[config.mk]
export PLATFORM = sky130hd
export DESIGN_NAME = eight_bit_cpu_execute_unit_flat
export DESIGN_NICKNAME = d
export VERILOG_FILES = /design/src/hdl/ecu_pkg.sv /design/src/hdl/ecu_ifs.sv /design/src/hdl/ecu_ram.sv /design/src/hdl/ecu_regfile.sv /design/src/hdl/ecu_dmem.sv /design/src/hdl/ecu_alu.sv /design/src/hdl/eight_bit_cpu_execute_unit.sv /design/src/flat_wrapper.sv
export SDC_FILE = /design/constraint.sdc
export NUM_CORES = 2
export LEC_CHECK = 0
export BUFFER_PORTS_ARGS = -buffer_cell sky130_fd_sc_hd__buf_4
export CORE_AREA = 5 5 422 424
export CTS_BUF_LIST = sky130_fd_sc_hd__clkbuf_8
export CTS_CLUSTER_DIAMETER = 60
export DETAILED_ROUTE_END_ITERATION = 6
export DIE_AREA = 0 0 427 429
export PLACE_DENSITY = 0.72
export SKIP_CTS_REPAIR_TIMING = 1
export SLEW_MARGIN = 30
export SYNTH_ARGS = -nofsm -noshare
export SYNTH_HDL_FRONTEND = slang
export SYNTH_HIERARCHICAL = 1
export SYNTH_SLANG_ARGS = --single-unit
[constraint.sdc]
create_clock -name clk_i -period 26.3 [get_ports clk_i]
set_clock_uncertainty 0.15 [all_clocks]
set_input_delay 2.63 -clock clk_i [delete_from_list [all_inputs] [get_ports clk_i]]
set_output_delay 2.63 -clock clk_i [all_outputs]
set_load 0.03 [all_outputs]
[src/hdl/ecu_pkg.sv]
// Shared types, constants and codes of the 8-bit CPU execute unit.
package ecu_pkg;

  localparam int unsigned DATA_W    = 8;
  localparam int unsigned FLAG_W    = 4;
  localparam int unsigned NUM_REGS  = 8;
  localparam int unsigned MEM_DEPTH = 256;
  localparam int unsigned REG_AW    = $clog2(NUM_REGS);
  localparam int unsigned MEM_AW    = $clog2(MEM_DEPTH);
  localparam int unsigned RIDX_W    = 3;
  localparam int unsigned MODE_W    = 5;
  localparam int unsigned COND_W    = 2;
  localparam int unsigned CFG_IDX_W = 1;

  // Flag bit positions in the status word
  localparam int unsigned FLAG_V = 3;
  localparam int unsigned FLAG_N = 2;
  localparam int unsigned FLAG_Z = 1;
  localparam int unsigned FLAG_C = 0;

  localparam logic [DATA_W-1:0] STACK_START_RST   = 8'hFF;
  localparam logic [DATA_W-1:0] START_ADDRESS_RST = 8'h00;

  // Configuration register indexes
  localparam logic [CFG_IDX_W-1:0] CFG_STACK_START   = 1'b0;
  localparam logic [CFG_IDX_W-1:0] CFG_START_ADDRESS = 1'b1;

  typedef enum logic [MODE_W-1:0] {
    M_ST   = 5'd0,
    M_LD   = 5'd1,
    M_STS  = 5'd2,
    M_LDS  = 5'd3,
    M_CALL = 5'd4,
    M_RET  = 5'd5,
    M_BR   = 5'd6,
    M_JMP  = 5'd7,
    M_ADD  = 5'd8,
    M_SUB  = 5'd9,
    M_CP   = 5'd10,
    M_MOV  = 5'd11,
    M_CLC  = 5'd12,
    M_SEC  = 5'd13,
    M_ROR  = 5'd14,
    M_ROL  = 5'd15,
    M_STOP = 5'd16,
    M_ADDI = 5'd17,
    M_SUBI = 5'd18,
    M_CPI  = 5'd19,
    M_LDI  = 5'd20
  } mode_e;

  typedef enum logic [COND_W-1:0] {
    COND_EQ  = 2'd0,
    COND_LO  = 2'd1,
    COND_VS  = 2'd2,
    COND_LT  = 2'd3
  } cond_e;

  // One decoded instruction held in the execute stage
  typedef struct packed {
    mode_e             mode;
    logic [REG_AW-1:0] ra;
    logic [DATA_W-1:0] imm;
    cond_e             cond;
  } exec_op_t;

  // Architectural scalar state seen by the execute logic
  typedef struct packed {
    logic [DATA_W-1:0] pc;
    logic [DATA_W-1:0] sp;
    logic [FLAG_W-1:0] flags;
    logic              stopped;
  } arch_state_t;

  // Everything one instruction produces
  typedef struct packed {
    logic [DATA_W-1:0] next_pc;
    logic [DATA_W-1:0] sp;
    logic [FLAG_W-1:0] flags;
    logic [DATA_W-1:0] result;
    logic              mem_we;
    logic [DATA_W-1:0] mem_addr;
    logic [DATA_W-1:0] mem_data;
    logic              halted;
    logic              rf_we;
  } exec_res_t;

  // Register file write port
  typedef struct packed {
    logic              we;
    logic [REG_AW-1:0] addr;
    logic [DATA_W-1:0] data;
  } rf_wr_t;

endpackage

[src/hdl/ecu_ifs.sv]
// Valid/ready channel interfaces for instruction items and result items.
interface ecu_in_if;
  import ecu_pkg::*;

  logic                valid;
  logic                ready;
  logic [MODE_W-1:0]   mode;
  logic [RIDX_W-1:0]   reg_a;
  logic [RIDX_W-1:0]   reg_b;
  logic [DATA_W-1:0]   immediate;
  logic [COND_W-1:0]   condition;

  modport source (output valid, mode, reg_a, reg_b, immediate, condition, input ready);
  modport sink   (input valid, mode, reg_a, reg_b, immediate, condition, output ready);
endinterface

interface ecu_out_if;
  import ecu_pkg::*;

  logic                valid;
  logic                ready;
  logic [DATA_W-1:0]   next_pc;
  logic [FLAG_W-1:0]   flags;
  logic [DATA_W-1:0]   result_value;
  logic                mem_write;
  logic [DATA_W-1:0]   mem_address;
  logic [DATA_W-1:0]   mem_data;
  logic                halted;

  modport source (output valid, next_pc, flags, result_value, mem_write, mem_address,
                  mem_data, halted, input ready);
  modport sink   (input valid, next_pc, flags, result_value, mem_write, mem_address,
                  mem_data, halted, output ready);
endinterface

[src/hdl/ecu_ram.sv]
// Generic single-write, single-read RAM with registered read data.
module ecu_ram #(
  parameter int unsigned WIDTH = 8,
  parameter int unsigned DEPTH = 256
) (
  input  logic                     clk_i,
  input  logic                     we_i,
  input  logic [$clog2(DEPTH)-1:0] waddr_i,
  input  logic [WIDTH-1:0]         wdata_i,
  input  logic                     re_i,
  input  logic [$clog2(DEPTH)-1:0] raddr_i,
  output logic [WIDTH-1:0]         rdata_o
);
  logic [WIDTH-1:0] mem_q [DEPTH];
  logic [WIDTH-1:0] rdata_q;

  always_ff @(posedge clk_i) begin
    if (we_i) begin
      mem_q[waddr_i] <= wdata_i;
    end
    if (re_i) begin
      rdata_q <= mem_q[raddr_i];
    end
  end

  assign rdata_o = rdata_q;
endmodule

[src/hdl/ecu_regfile.sv]
// Register file: two RAM copies for two read ports, reset valid bits, last-write bypass.
module ecu_regfile (
  input  logic                        clk_i,
  input  logic                        rst_ni,
  input  logic                        re_i,
  input  logic [ecu_pkg::REG_AW-1:0]  ra_addr_i,
  input  logic [ecu_pkg::REG_AW-1:0]  rb_addr_i,
  input  ecu_pkg::rf_wr_t             wr_i,
  output logic [ecu_pkg::DATA_W-1:0]  a_data_o,
  output logic [ecu_pkg::DATA_W-1:0]  b_data_o
);
  import ecu_pkg::*;

  logic [DATA_W-1:0]   a_ram, b_ram;
  logic [NUM_REGS-1:0] vld_q, vld_d;
  logic [REG_AW-1:0]   ra_q, rb_q;
  rf_wr_t              last_q;
  logic                last_vld_q;

  ecu_ram #(.WIDTH(DATA_W), .DEPTH(NUM_REGS)) u_ram_a (
    .clk_i   (clk_i),
    .we_i    (wr_i.we),
    .waddr_i (wr_i.addr),
    .wdata_i (wr_i.data),
    .re_i    (re_i),
    .raddr_i (ra_addr_i),
    .rdata_o (a_ram)
  );

  ecu_ram #(.WIDTH(DATA_W), .DEPTH(NUM_REGS)) u_ram_b (
    .clk_i   (clk_i),
    .we_i    (wr_i.we),
    .waddr_i (wr_i.addr),
    .wdata_i (wr_i.data),
    .re_i    (re_i),
    .raddr_i (rb_addr_i),
    .rdata_o (b_ram)
  );

  // Valid bits: an entry never written reads as zero
  always_comb begin
    vld_d = vld_q;
    if (wr_i.we) begin
      vld_d[wr_i.addr] = 1'b1;
    end
  end

  always_ff @(posedge clk_i or negedge rst_ni) begin
    if (!rst_ni) begin
      vld_q      <= '0;
      last_vld_q <= 1'b0;
    end else begin
      vld_q <= vld_d;
      if (wr_i.we) begin
        last_vld_q <= 1'b1;
      end
    end
  end

  // Read addresses and the newest write (covers a write at the read edge)
  always_ff @(posedge clk_i) begin
    if (re_i) begin
      ra_q <= ra_addr_i;
      rb_q <= rb_addr_i;
    end
    if (wr_i.we) begin
      last_q <= wr_i;
    end
  end

  always_comb begin
    if (last_vld_q && last_q.addr == ra_q) begin
      a_data_o = last_q.data;
    end else if (vld_q[ra_q]) begin
      a_data_o = a_ram;
    end else begin
      a_data_o = '0;
    end
    if (last_vld_q && last_q.addr == rb_q) begin
      b_data_o = last_q.data;
    end else if (vld_q[rb_q]) begin
      b_data_o = b_ram;
    end else begin
      b_data_o = '0;
    end
  end
endmodule

[src/hdl/ecu_dmem.sv]
// Data memory: one RAM with per-entry valid bits so unwritten bytes read as zero.
module ecu_dmem (
  input  logic                        clk_i,
  input  logic                        rst_ni,
  input  logic                        re_i,
  input  logic [ecu_pkg::MEM_AW-1:0]  raddr_i,
  input  logic                        we_i,
  input  logic [ecu_pkg::MEM_AW-1:0]  waddr_i,
  input  logic [ecu_pkg::DATA_W-1:0]  wdata_i,
  output logic [ecu_pkg::DATA_W-1:0]  rdata_o
);
  import ecu_pkg::*;

  logic [DATA_W-1:0]    ram_rdata;
  logic [MEM_DEPTH-1:0] vld_q;
  logic                 rd_vld_q;

  ecu_ram #(.WIDTH(DATA_W), .DEPTH(MEM_DEPTH)) u_ram (
    .clk_i   (clk_i),
    .we_i    (we_i),
    .waddr_i (waddr_i),
    .wdata_i (wdata_i),
    .re_i    (re_i),
    .raddr_i (raddr_i),
    .rdata_o (ram_rdata)
  );

  // Valid bits, sampled alongside the RAM read
  always_ff @(posedge clk_i or negedge rst_ni) begin
    if (!rst_ni) begin
      vld_q    <= '0;
      rd_vld_q <= 1'b0;
    end else begin
      if (we_i) begin
        vld_q[waddr_i] <= 1'b1;
      end
      if (re_i) begin
        rd_vld_q <= vld_q[raddr_i];
      end
    end
  end

  assign rdata_o = rd_vld_q ? ram_rdata : '0;
endmodule

[src/hdl/ecu_alu.sv]
// Execute logic: decodes one instruction and computes its result and new state.
module ecu_alu (
  input  ecu_pkg::exec_op_t           op_i,
  input  ecu_pkg::arch_state_t        st_i,
  input  logic [ecu_pkg::DATA_W-1:0]  a_val_i,
  input  logic [ecu_pkg::DATA_W-1:0]  b_val_i,
  input  logic [ecu_pkg::DATA_W-1:0]  mem_rdata_i,
  output ecu_pkg::exec_res_t          res_o
);
  import ecu_pkg::*;

  logic [DATA_W-1:0] opb, opb_neg, sum, pc_inc, rot;
  logic              is_sub, take;
  logic [FLAG_W-1:0] ar_flags, rot_flags;

  // Shared adder for add, sub, compare and their immediate forms
  always_comb begin
    is_sub  = (op_i.mode == M_SUB) || (op_i.mode == M_CP) ||
              (op_i.mode == M_SUBI) || (op_i.mode == M_CPI);
    opb     = (op_i.mode == M_ADDI || op_i.mode == M_SUBI || op_i.mode == M_CPI) ?
              op_i.imm : b_val_i;
    opb_neg = is_sub ? (~opb + 8'd1) : opb;
    sum     = a_val_i + opb_neg;
    ar_flags[FLAG_V] = (a_val_i[DATA_W-1] == opb_neg[DATA_W-1]) &&
                       (a_val_i[DATA_W-1] != sum[DATA_W-1]);
    ar_flags[FLAG_N] = sum[DATA_W-1];
    ar_flags[FLAG_Z] = (sum == '0);
    ar_flags[FLAG_C] = is_sub ? (sum >= a_val_i) : (sum < a_val_i);
  end

  // Rotates through carry
  always_comb begin
    if (op_i.mode == M_ROR) begin
      rot = {st_i.flags[FLAG_C], a_val_i[DATA_W-1:1]};
      rot_flags[FLAG_V] = a_val_i[DATA_W-1] ^ st_i.flags[FLAG_C];
      rot_flags[FLAG_N] = st_i.flags[FLAG_C];
      rot_flags[FLAG_C] = a_val_i[0];
    end else begin
      rot = {a_val_i[DATA_W-2:0], st_i.flags[FLAG_C]};
      rot_flags[FLAG_V] = a_val_i[DATA_W-1] ^ a_val_i[DATA_W-2];
      rot_flags[FLAG_N] = a_val_i[DATA_W-2];
      rot_flags[FLAG_C] = a_val_i[DATA_W-1];
    end
    rot_flags[FLAG_Z] = (rot == '0);
  end

  // Branch condition
  always_comb begin
    unique case (op_i.cond)
      COND_EQ: take = st_i.flags[FLAG_Z];
      COND_LO: take = st_i.flags[FLAG_C];
      COND_VS: take = st_i.flags[FLAG_V];
      COND_LT: take = st_i.flags[FLAG_V] ^ st_i.flags[FLAG_N];
      default: take = 1'b0;
    endcase
  end

  assign pc_inc = st_i.pc + 8'd1;

  // Instruction decode
  always_comb begin
    res_o          = '0;
    res_o.next_pc  = pc_inc;
    res_o.sp       = st_i.sp;
    res_o.flags    = st_i.flags;
    res_o.halted   = st_i.stopped;
    if (st_i.stopped) begin
      res_o.next_pc = st_i.pc;
    end else begin
      unique case (op_i.mode)
        M_ST, M_STS: begin
          res_o.mem_addr = (op_i.mode == M_ST) ? b_val_i : op_i.imm;
          res_o.mem_data = a_val_i;
          res_o.mem_we   = 1'b1;
          res_o.result   = a_val_i;
        end
        M_LD, M_LDS: begin
          res_o.mem_addr = (op_i.mode == M_LD) ? b_val_i : op_i.imm;
          res_o.mem_data = mem_rdata_i;
          res_o.result   = mem_rdata_i;
          res_o.rf_we    = 1'b1;
        end
        M_CALL: begin
          res_o.mem_addr = st_i.sp;
          res_o.mem_data = pc_inc;
          res_o.mem_we   = 1'b1;
          res_o.sp       = st_i.sp - 8'd1;
          res_o.result   = op_i.imm;
          res_o.next_pc  = op_i.imm;
        end
        M_RET: begin
          res_o.sp       = st_i.sp + 8'd1;
          res_o.mem_addr = st_i.sp + 8'd1;
          res_o.mem_data = mem_rdata_i;
          res_o.result   = mem_rdata_i;
          res_o.next_pc  = mem_rdata_i;
        end
        M_BR: begin
          if (take) begin
            res_o.next_pc = op_i.imm;
            res_o.result  = op_i.imm;
          end
        end
        M_JMP: begin
          res_o.next_pc = op_i.imm;
          res_o.result  = op_i.imm;
        end
        M_ADD, M_SUB, M_ADDI, M_SUBI: begin
          res_o.result = sum;
          res_o.flags  = ar_flags;
          res_o.rf_we  = 1'b1;
        end
        M_CP, M_CPI: begin
          res_o.result = sum;
          res_o.flags  = ar_flags;
        end
        M_MOV: begin
          res_o.result = b_val_i;
          res_o.rf_we  = 1'b1;
        end
        M_CLC: res_o.flags[FLAG_C] = 1'b0;
        M_SEC: res_o.flags[FLAG_C] = 1'b1;
        M_ROR, M_ROL: begin
          res_o.result = rot;
          res_o.flags  = rot_flags;
          res_o.rf_we  = 1'b1;
        end
        M_STOP: res_o.halted = 1'b1;
        M_LDI: begin
          res_o.result = op_i.imm;
          res_o.rf_we  = 1'b1;
        end
        default: ;
      endcase
    end
  end
endmodule

[src/hdl/eight_bit_cpu_execute_unit.sv]
// Top level of the 8-bit CPU execute unit.
// Path: an instruction is registered into the execute stage, then its result into
//   the output register; ld, lds and ret read the data memory and hold the stage.
// Throughput: one instruction per cycle, but for ld, lds and ret and result stalls.
// Reset: registers, flags and stop state cleared, pc and sp from their reset values;
//   register file and data memory read zero through valid bits, no clearing pass.
module eight_bit_cpu_execute_unit (
  input  logic                           clk_i,
  input  logic                           rst_ni,
  ecu_in_if.sink                         in_i,
  ecu_out_if.source                      out_o,
  input  logic                           cfg_we_i,
  input  logic [ecu_pkg::CFG_IDX_W-1:0]  cfg_idx_i,
  input  logic [ecu_pkg::DATA_W-1:0]     cfg_data_i
);
  import ecu_pkg::*;

  exec_op_t          ex_op_q;
  logic              ex_valid_q, ex_valid_d;
  logic              ld_phase_q, ld_phase_d;
  arch_state_t       st_q;
  exec_res_t         res, out_q;
  logic              out_valid_q, out_valid_d;
  logic              in_xfer, out_free, is_load, ex_done, dmem_re;
  logic [DATA_W-1:0] a_val, b_val, dmem_rdata;
  rf_wr_t            rf_wr;

  // Handshake and execute-stage control
  assign in_xfer  = in_i.valid && in_i.ready;
  assign out_free = !out_valid_q || out_o.ready;
  assign is_load  = !st_q.stopped &&
                    (ex_op_q.mode == M_LD || ex_op_q.mode == M_LDS || ex_op_q.mode == M_RET);
  assign ex_done  = ex_valid_q && (!is_load || ld_phase_q) && out_free;
  assign dmem_re  = ex_valid_q && is_load && !ld_phase_q;
  assign in_i.ready = !ex_valid_q || ex_done;

  always_comb begin
    ex_valid_d = ex_valid_q;
    ld_phase_d = ld_phase_q;
    if (ex_done) begin
      ex_valid_d = 1'b0;
      ld_phase_d = 1'b0;
    end else if (dmem_re) begin
      ld_phase_d = 1'b1;
    end
    if (in_xfer) begin
      ex_valid_d = 1'b1;
    end
    out_valid_d = out_valid_q;
    if (ex_done) begin
      out_valid_d = 1'b1;
    end else if (out_o.ready) begin
      out_valid_d = 1'b0;
    end
  end

  always_ff @(posedge clk_i or negedge rst_ni) begin
    if (!rst_ni) begin
      ex_valid_q  <= 1'b0;
      ld_phase_q  <= 1'b0;
      out_valid_q <= 1'b0;
    end else begin
      ex_valid_q  <= ex_valid_d;
      ld_phase_q  <= ld_phase_d;
      out_valid_q <= out_valid_d;
    end
  end

  // Instruction and result registers
  always_ff @(posedge clk_i) begin
    if (in_xfer) begin
      ex_op_q.mode <= mode_e'(in_i.mode);
      ex_op_q.ra   <= REG_AW'(in_i.reg_a);
      ex_op_q.imm  <= in_i.immediate;
      ex_op_q.cond <= cond_e'(in_i.condition);
    end
    if (ex_done) begin
      out_q <= res;
    end
  end

  // Architectural scalar state: updated on completion, loaded by configuration
  always_ff @(posedge clk_i or negedge rst_ni) begin
    if (!rst_ni) begin
      st_q.pc      <= START_ADDRESS_RST;
      st_q.sp      <= STACK_START_RST;
      st_q.flags   <= '0;
      st_q.stopped <= 1'b0;
    end else begin
      if (ex_done) begin
        st_q.pc      <= res.next_pc;
        st_q.sp      <= res.sp;
        st_q.flags   <= res.flags;
        st_q.stopped <= res.halted;
      end
      if (cfg_we_i) begin
        unique case (cfg_idx_i)
          CFG_STACK_START:   st_q.sp <= cfg_data_i;
          CFG_START_ADDRESS: st_q.pc <= cfg_data_i;
          default: ;
        endcase
      end
    end
  end

  // Register file: read on transfer in, written on completion
  assign rf_wr.we   = ex_done && res.rf_we;
  assign rf_wr.addr = ex_op_q.ra;
  assign rf_wr.data = res.result;

  ecu_regfile u_regfile (
    .clk_i     (clk_i),
    .rst_ni    (rst_ni),
    .re_i      (in_xfer),
    .ra_addr_i (REG_AW'(in_i.reg_a)),
    .rb_addr_i (REG_AW'(in_i.reg_b)),
    .wr_i      (rf_wr),
    .a_data_o  (a_val),
    .b_data_o  (b_val)
  );

  // Data memory: loads read in their first execute cycle, stores write on completion
  ecu_dmem u_dmem (
    .clk_i   (clk_i),
    .rst_ni  (rst_ni),
    .re_i    (dmem_re),
    .raddr_i (MEM_AW'(res.mem_addr)),
    .we_i    (ex_done && res.mem_we),
    .waddr_i (MEM_AW'(res.mem_addr)),
    .wdata_i (res.mem_data),
    .rdata_o (dmem_rdata)
  );

  ecu_alu u_alu (
    .op_i        (ex_op_q),
    .st_i        (st_q),
    .a_val_i     (a_val),
    .b_val_i     (b_val),
    .mem_rdata_i (dmem_rdata),
    .res_o       (res)
  );

  // Result channel
  assign out_o.valid        = out_valid_q;
  assign out_o.next_pc      = out_q.next_pc;
  assign out_o.flags        = out_q.flags;
  assign out_o.result_value = out_q.result;
  assign out_o.mem_write    = out_q.mem_we;
  assign out_o.mem_address  = out_q.mem_addr;
  assign out_o.mem_data     = out_q.mem_data;
  assign out_o.halted       = out_q.halted;
endmodule

[src/flat_wrapper.sv]
// flat-port wrapper written by rule: the top's interface ports become plain ports
module eight_bit_cpu_execute_unit_flat import ecu_pkg::*;
  (clk_i, rst_ni, cfg_we_i, cfg_idx_i, cfg_data_i, in_i_valid, in_i_mode, in_i_reg_a, in_i_reg_b, in_i_immediate, in_i_condition, in_i_ready, out_o_valid, out_o_next_pc, out_o_flags, out_o_result_value, out_o_mem_write, out_o_mem_address, out_o_mem_data, out_o_halted, out_o_ready);
  ecu_in_if in_i_i ();
  ecu_out_if out_o_i ();
  input  logic clk_i;
  input  logic rst_ni;
  input  logic cfg_we_i;
  input  logic [ecu_pkg::CFG_IDX_W-1:0] cfg_idx_i;
  input  logic [ecu_pkg::DATA_W-1:0] cfg_data_i;
  input wire logic [$bits(in_i_i.valid)-1:0] in_i_valid;
  input wire logic [$bits(in_i_i.mode)-1:0] in_i_mode;
  input wire logic [$bits(in_i_i.reg_a)-1:0] in_i_reg_a;
  input wire logic [$bits(in_i_i.reg_b)-1:0] in_i_reg_b;
  input wire logic [$bits(in_i_i.immediate)-1:0] in_i_immediate;
  input wire logic [$bits(in_i_i.condition)-1:0] in_i_condition;
  output wire logic [$bits(in_i_i.ready)-1:0] in_i_ready;
  output wire logic [$bits(out_o_i.valid)-1:0] out_o_valid;
  output wire logic [$bits(out_o_i.next_pc)-1:0] out_o_next_pc;
  output wire logic [$bits(out_o_i.flags)-1:0] out_o_flags;
  output wire logic [$bits(out_o_i.result_value)-1:0] out_o_result_value;
  output wire logic [$bits(out_o_i.mem_write)-1:0] out_o_mem_write;
  output wire logic [$bits(out_o_i.mem_address)-1:0] out_o_mem_address;
  output wire logic [$bits(out_o_i.mem_data)-1:0] out_o_mem_data;
  output wire logic [$bits(out_o_i.halted)-1:0] out_o_halted;
  input wire logic [$bits(out_o_i.ready)-1:0] out_o_ready;
  assign in_i_i.valid = in_i_valid;
  assign in_i_i.mode = in_i_mode;
  assign in_i_i.reg_a = in_i_reg_a;
  assign in_i_i.reg_b = in_i_reg_b;
  assign in_i_i.immediate = in_i_immediate;
  assign in_i_i.condition = in_i_condition;
  assign in_i_ready = in_i_i.ready;
  assign out_o_valid = out_o_i.valid;
  assign out_o_next_pc = out_o_i.next_pc;
  assign out_o_flags = out_o_i.flags;
  assign out_o_result_value = out_o_i.result_value;
  assign out_o_mem_write = out_o_i.mem_write;
  assign out_o_mem_address = out_o_i.mem_address;
  assign out_o_mem_data = out_o_i.mem_data;
  assign out_o_halted = out_o_i.halted;
  assign out_o_i.ready = out_o_ready;
  eight_bit_cpu_execute_unit u_core (.clk_i(clk_i), .rst_ni(rst_ni), .in_i(in_i_i), .out_o(out_o_i), .cfg_we_i(cfg_we_i), .cfg_idx_i(cfg_idx_i), .cfg_data_i(cfg_data_i));
endmodule
==> impl_metrics.ini <==
[timing]
final.setup.worst_slack_ps = 19110
maxSlewHeadroom = 0.2925
setup_tns_ps = 0
slew_violations = 0
finalCritPeriodShare = 0.2735
tightest_slew_ps = 1057
clock.fmax_mhz = 139.0
setup_viol = 0
hold_viol = 0
period_minus_slack_ps = 7194
rsz0062_at_grt = false

[logic_synthesis]
yosys.area.top_type = edfxtp_1
synth_edf_count = 2273
syn_area_um2 = 103700
synth_common_cells = 2273 x edfxtp_1, 502 x mux4_2, 395 x nor2_1
synth.most_common_cell = edfxtp_1
ys_seq_area_frac = 0.7283
yosysWarnings = 6
synth_nets = 5602
synth_area_leaders = edfxtp_1 66%, mux4_2 11%, dfrtp_1 6.8%
synth_cell_types = 110
synth_top_area_frac = 0.6582
avgSynthCellArea_um2 = 18.70
synthFlopType = edfxtp_1
ys_ff_latch = 2563
ys_async_sr_fraction = 0.1131
synthCells = 5546

[die]
die_w_um = 427
fp-row-count = 153
dieArea_um2 = 183200
die_h_um = 429
core_um2 = 173400
boundaryPins = 75
initial_utilization = 0.5979

[job]
maxCapViolCount = 0

[cts]
insertion_delay_ps = 1110
cts_tree = yes
path_clk_slew_ps = 70
cts_buffers = 409
cts-root-buf = clkbuf_8
h-tree-depth = 5
cts_sinks = 2563
clock_path_buffers = 4

[layout]
nFillCells = 11530
nets = 5875
drive_above_1_share = 0.2235
fin_util = 0.6568
syn_to_final_growth_pct = 9.844

[global_route]
antenna_found_initial = 5
grt_pass1_wl_um = 373400
grt_pass1_vias = 56450
overflow = 0
grt_max_degree = 257
track_usage = 0.2748

[critical_path]
cp_max_fo = 98
cp_cell_sequence = mux2i_1 > mux4_2 > o2bb2ai_1 > mux2_2 > a221oi_1 > nor2_4 > buf_4 > buf_12 > buf_4 > buf_4 > mux2i_1 > o221ai_1 > a21oi_1 > o32ai_1 > nor3_1 > nor4_1
start_kind = flip-flop
path_buf_inv = 4
cpMostUsedCell = buf_4
arrival_ps = 7850
critPathKind = reg2reg
required_ps = 26950
cpPeakStageDelay_ps = 780
end_kind = flip-flop
crit_family = buffers and inverters
slowest_stage = buf_4
reg2reg_slack_ps = 19110

[power_and_ir_drop]
p_leak_nw = 41.63
p_per_area_nw_per_um2 = 72.15
ir_drop_uv = 64.56
total_power_mw = 8.218

[detailed_routing]
wire_per_inst_um = 29.80
vias = 55980
drc = 0
routed_wl_um = 251400
via_per_inst = 6.635
firstDrtPassIters = 7
ant_nets = 0
drtIter0Drc = 7648

[placed_design]
gp_congestion = 0.9027
io_buffers = 74
place_ws_ps = 18980
detailed_place_hpwl_um = 152000

[run_status]
status = completed

[min_path]
hold_path_class = reg2reg
power by group:
part           switching [mW]  internal (mW)  leakage (nW)
sequential             0.0475           4.48          27.9
clock                    1.49           1.58          4.22
combinational           0.408          0.219          9.49
layout make-up:
cell class                 instances  area, um^2  share of cell area
inverter                          33       123.9            0.001087
timing repair buffer             205        1789             0.01571
sequential                      2563       75520              0.6630
multi-input combinational       2607       26340              0.2312
tap                             2325        2909             0.02554
clock inverter                   271        1368             0.01201
antenna                            9       22.52           0.0001977
clock buffer                     424        5836             0.05123
metal layers:
| metal | global-route usage | part of all wire |
|---|---|---|
| met1 | 0.3940 | 0.38 |
| met2 | 0.4213 | 0.47 |
| met3 | 0.06398 | 0.10 |
| met4 | 0.09973 | 0.037 |
| met5 | 0 | 0 |
cell families (layout without fill, tap and decap cells):
kind of cell | Yosys count | after routing | share of synthesized area
other | 0 | 9 | 0
AOI/OAI and AO/OA | 905 | 905 | 0.06444
muxes | 759 | 759 | 0.1392
xor gates and xnor gates | 32 | 32 | 0.003137
adders and majority gates | 21 | 21 | 0.002606
and+or+nand+nor | 890 | 890 | 0.04039
buffers and inverters | 376 | 933 | 0.02192
DFF | 2563 | 2563 | 0.7283
cell usage in the layout, fill, tap and decap left out, types with 26 or more instances in the layout:
| cell | netlist | layout |
|---|---|---|
| nor4_1 | 36 | 26 |
| buf_4 | 38 | 180 |
| mux4_1 | 33 | 33 |
| a22oi_1 | 160 | 160 |
| nor2_1 | 395 | 359 |
| o21bai_1 | 52 | 52 |
| nand3_1 | 56 | 54 |
| nor2_2 | 4 | 34 |
| mux2i_1 | 204 | 204 |
| o221ai_1 | 54 | 54 |
| nand2_1 | 163 | 163 |
| clkinv_1 | 3 | 78 |
| o22ai_1 | 35 | 35 |
| o21ai_0 | 36 | 36 |
| edfxtp_1 | 2273 | 2273 |
| clkinv_2 | 0 | 42 |
| nand2b_1 | 36 | 35 |
| a21oi_1 | 139 | 128 |
| inv_1 | 28 | 165 |
| a21o_1 | 215 | 215 |
| nor2b_1 | 41 | 37 |
| mux4_2 | 502 | 502 |
| nor3_1 | 51 | 44 |
| dfrtp_1 | 282 | 282 |
| clkbuf_8 | 0 | 424 |
stage by stage:
step / instance area, um^2 / std cells / hold slack [ps]
after floorplan: 103700 / 5546 / 269.6
after global placement: 106200 / 7723 / 280.8
after detailed placement: 106400 / 7728 / 286.9
after CTS: 113600 / 8423 / 301.1
after global routing: 113900 / 8432 / 305.6
final: 113900 / 8437 / 298.6
worst reg2reg max path, cell delays in order, from the launching register on:
cell and delay [ps]:
edfxtp_1 530, mux2i_1 180, mux4_2 560, o2bb2ai_1 380, mux2_2 260, a221oi_1 100, nor2_4 100, buf_4 680
buf_12 610, buf_4 960, buf_4 670, mux2i_1 180, o221ai_1 240, a21oi_1 110, o32ai_1 690, nor3_1 200
nor4_1 370
registers in the layout (all words and copies together), names as in the netlist, 3 cells and up:
| name | flops |
|---|---|
| u_core/u_dmem/u_ram/mem_q | 2048 |
| u_core/u_regfile/ra_q | 3 |
| u_core/out_o.result_value | 8 |
| u_core/u_dmem/u_ram/rdata_o | 8 |
| u_core/u_regfile/last_q | 11 |
| u_core/st_q | 21 |
| u_core/u_regfile/u_ram_b/rdata_o | 8 |
| u_core/ex_op_q | 18 |
| u_core/u_regfile/u_ram_b/mem_q | 64 |
| u_core/u_regfile/u_ram_a/mem_q | 64 |
| u_core/u_dmem/vld_q | 256 |
| u_core/u_regfile/vld_q | 8 |
| u_core/out_o.next_pc | 8 |
| u_core/u_regfile/u_ram_a/rdata_o | 8 |
| u_core/out_o.mem_address | 8 |
| u_core/out_o.mem_data | 8 |
| u_core/u_regfile/rb_q | 3 |
| u_core/out_o.flags | 4 |
path summary, 6_finish.rpt:
check                                                    start                                       end  cells after the start
hold / removal             u_core/u_dmem/vld_q[44]$_DFFE_PN0P_       u_core/u_dmem/vld_q[44]$_DFFE_PN0P_                      1
min in group asynchronous                               rst_ni     u_core/u_regfile/vld_q[7]$_DFFE_PN0P_                      1
max in group asynchronous                               rst_ni      u_core/u_dmem/vld_q[106]$_DFFE_PN0P_                      3
setup reg to reg            u_core/u_regfile/rb_q[0]$_DFFE_PP_  u_core/u_dmem/u_ram/rdata_o[5]$_DFFE_PP_                     16
hold reg to reg            u_core/u_dmem/vld_q[44]$_DFFE_PN0P_       u_core/u_dmem/vld_q[44]$_DFFE_PN0P_                      1
setup / recovery            u_core/u_regfile/rb_q[0]$_DFFE_PP_  u_core/u_dmem/u_ram/rdata_o[5]$_DFFE_PP_                     16
No activity file was read; power rests on OpenSTA's default activity.
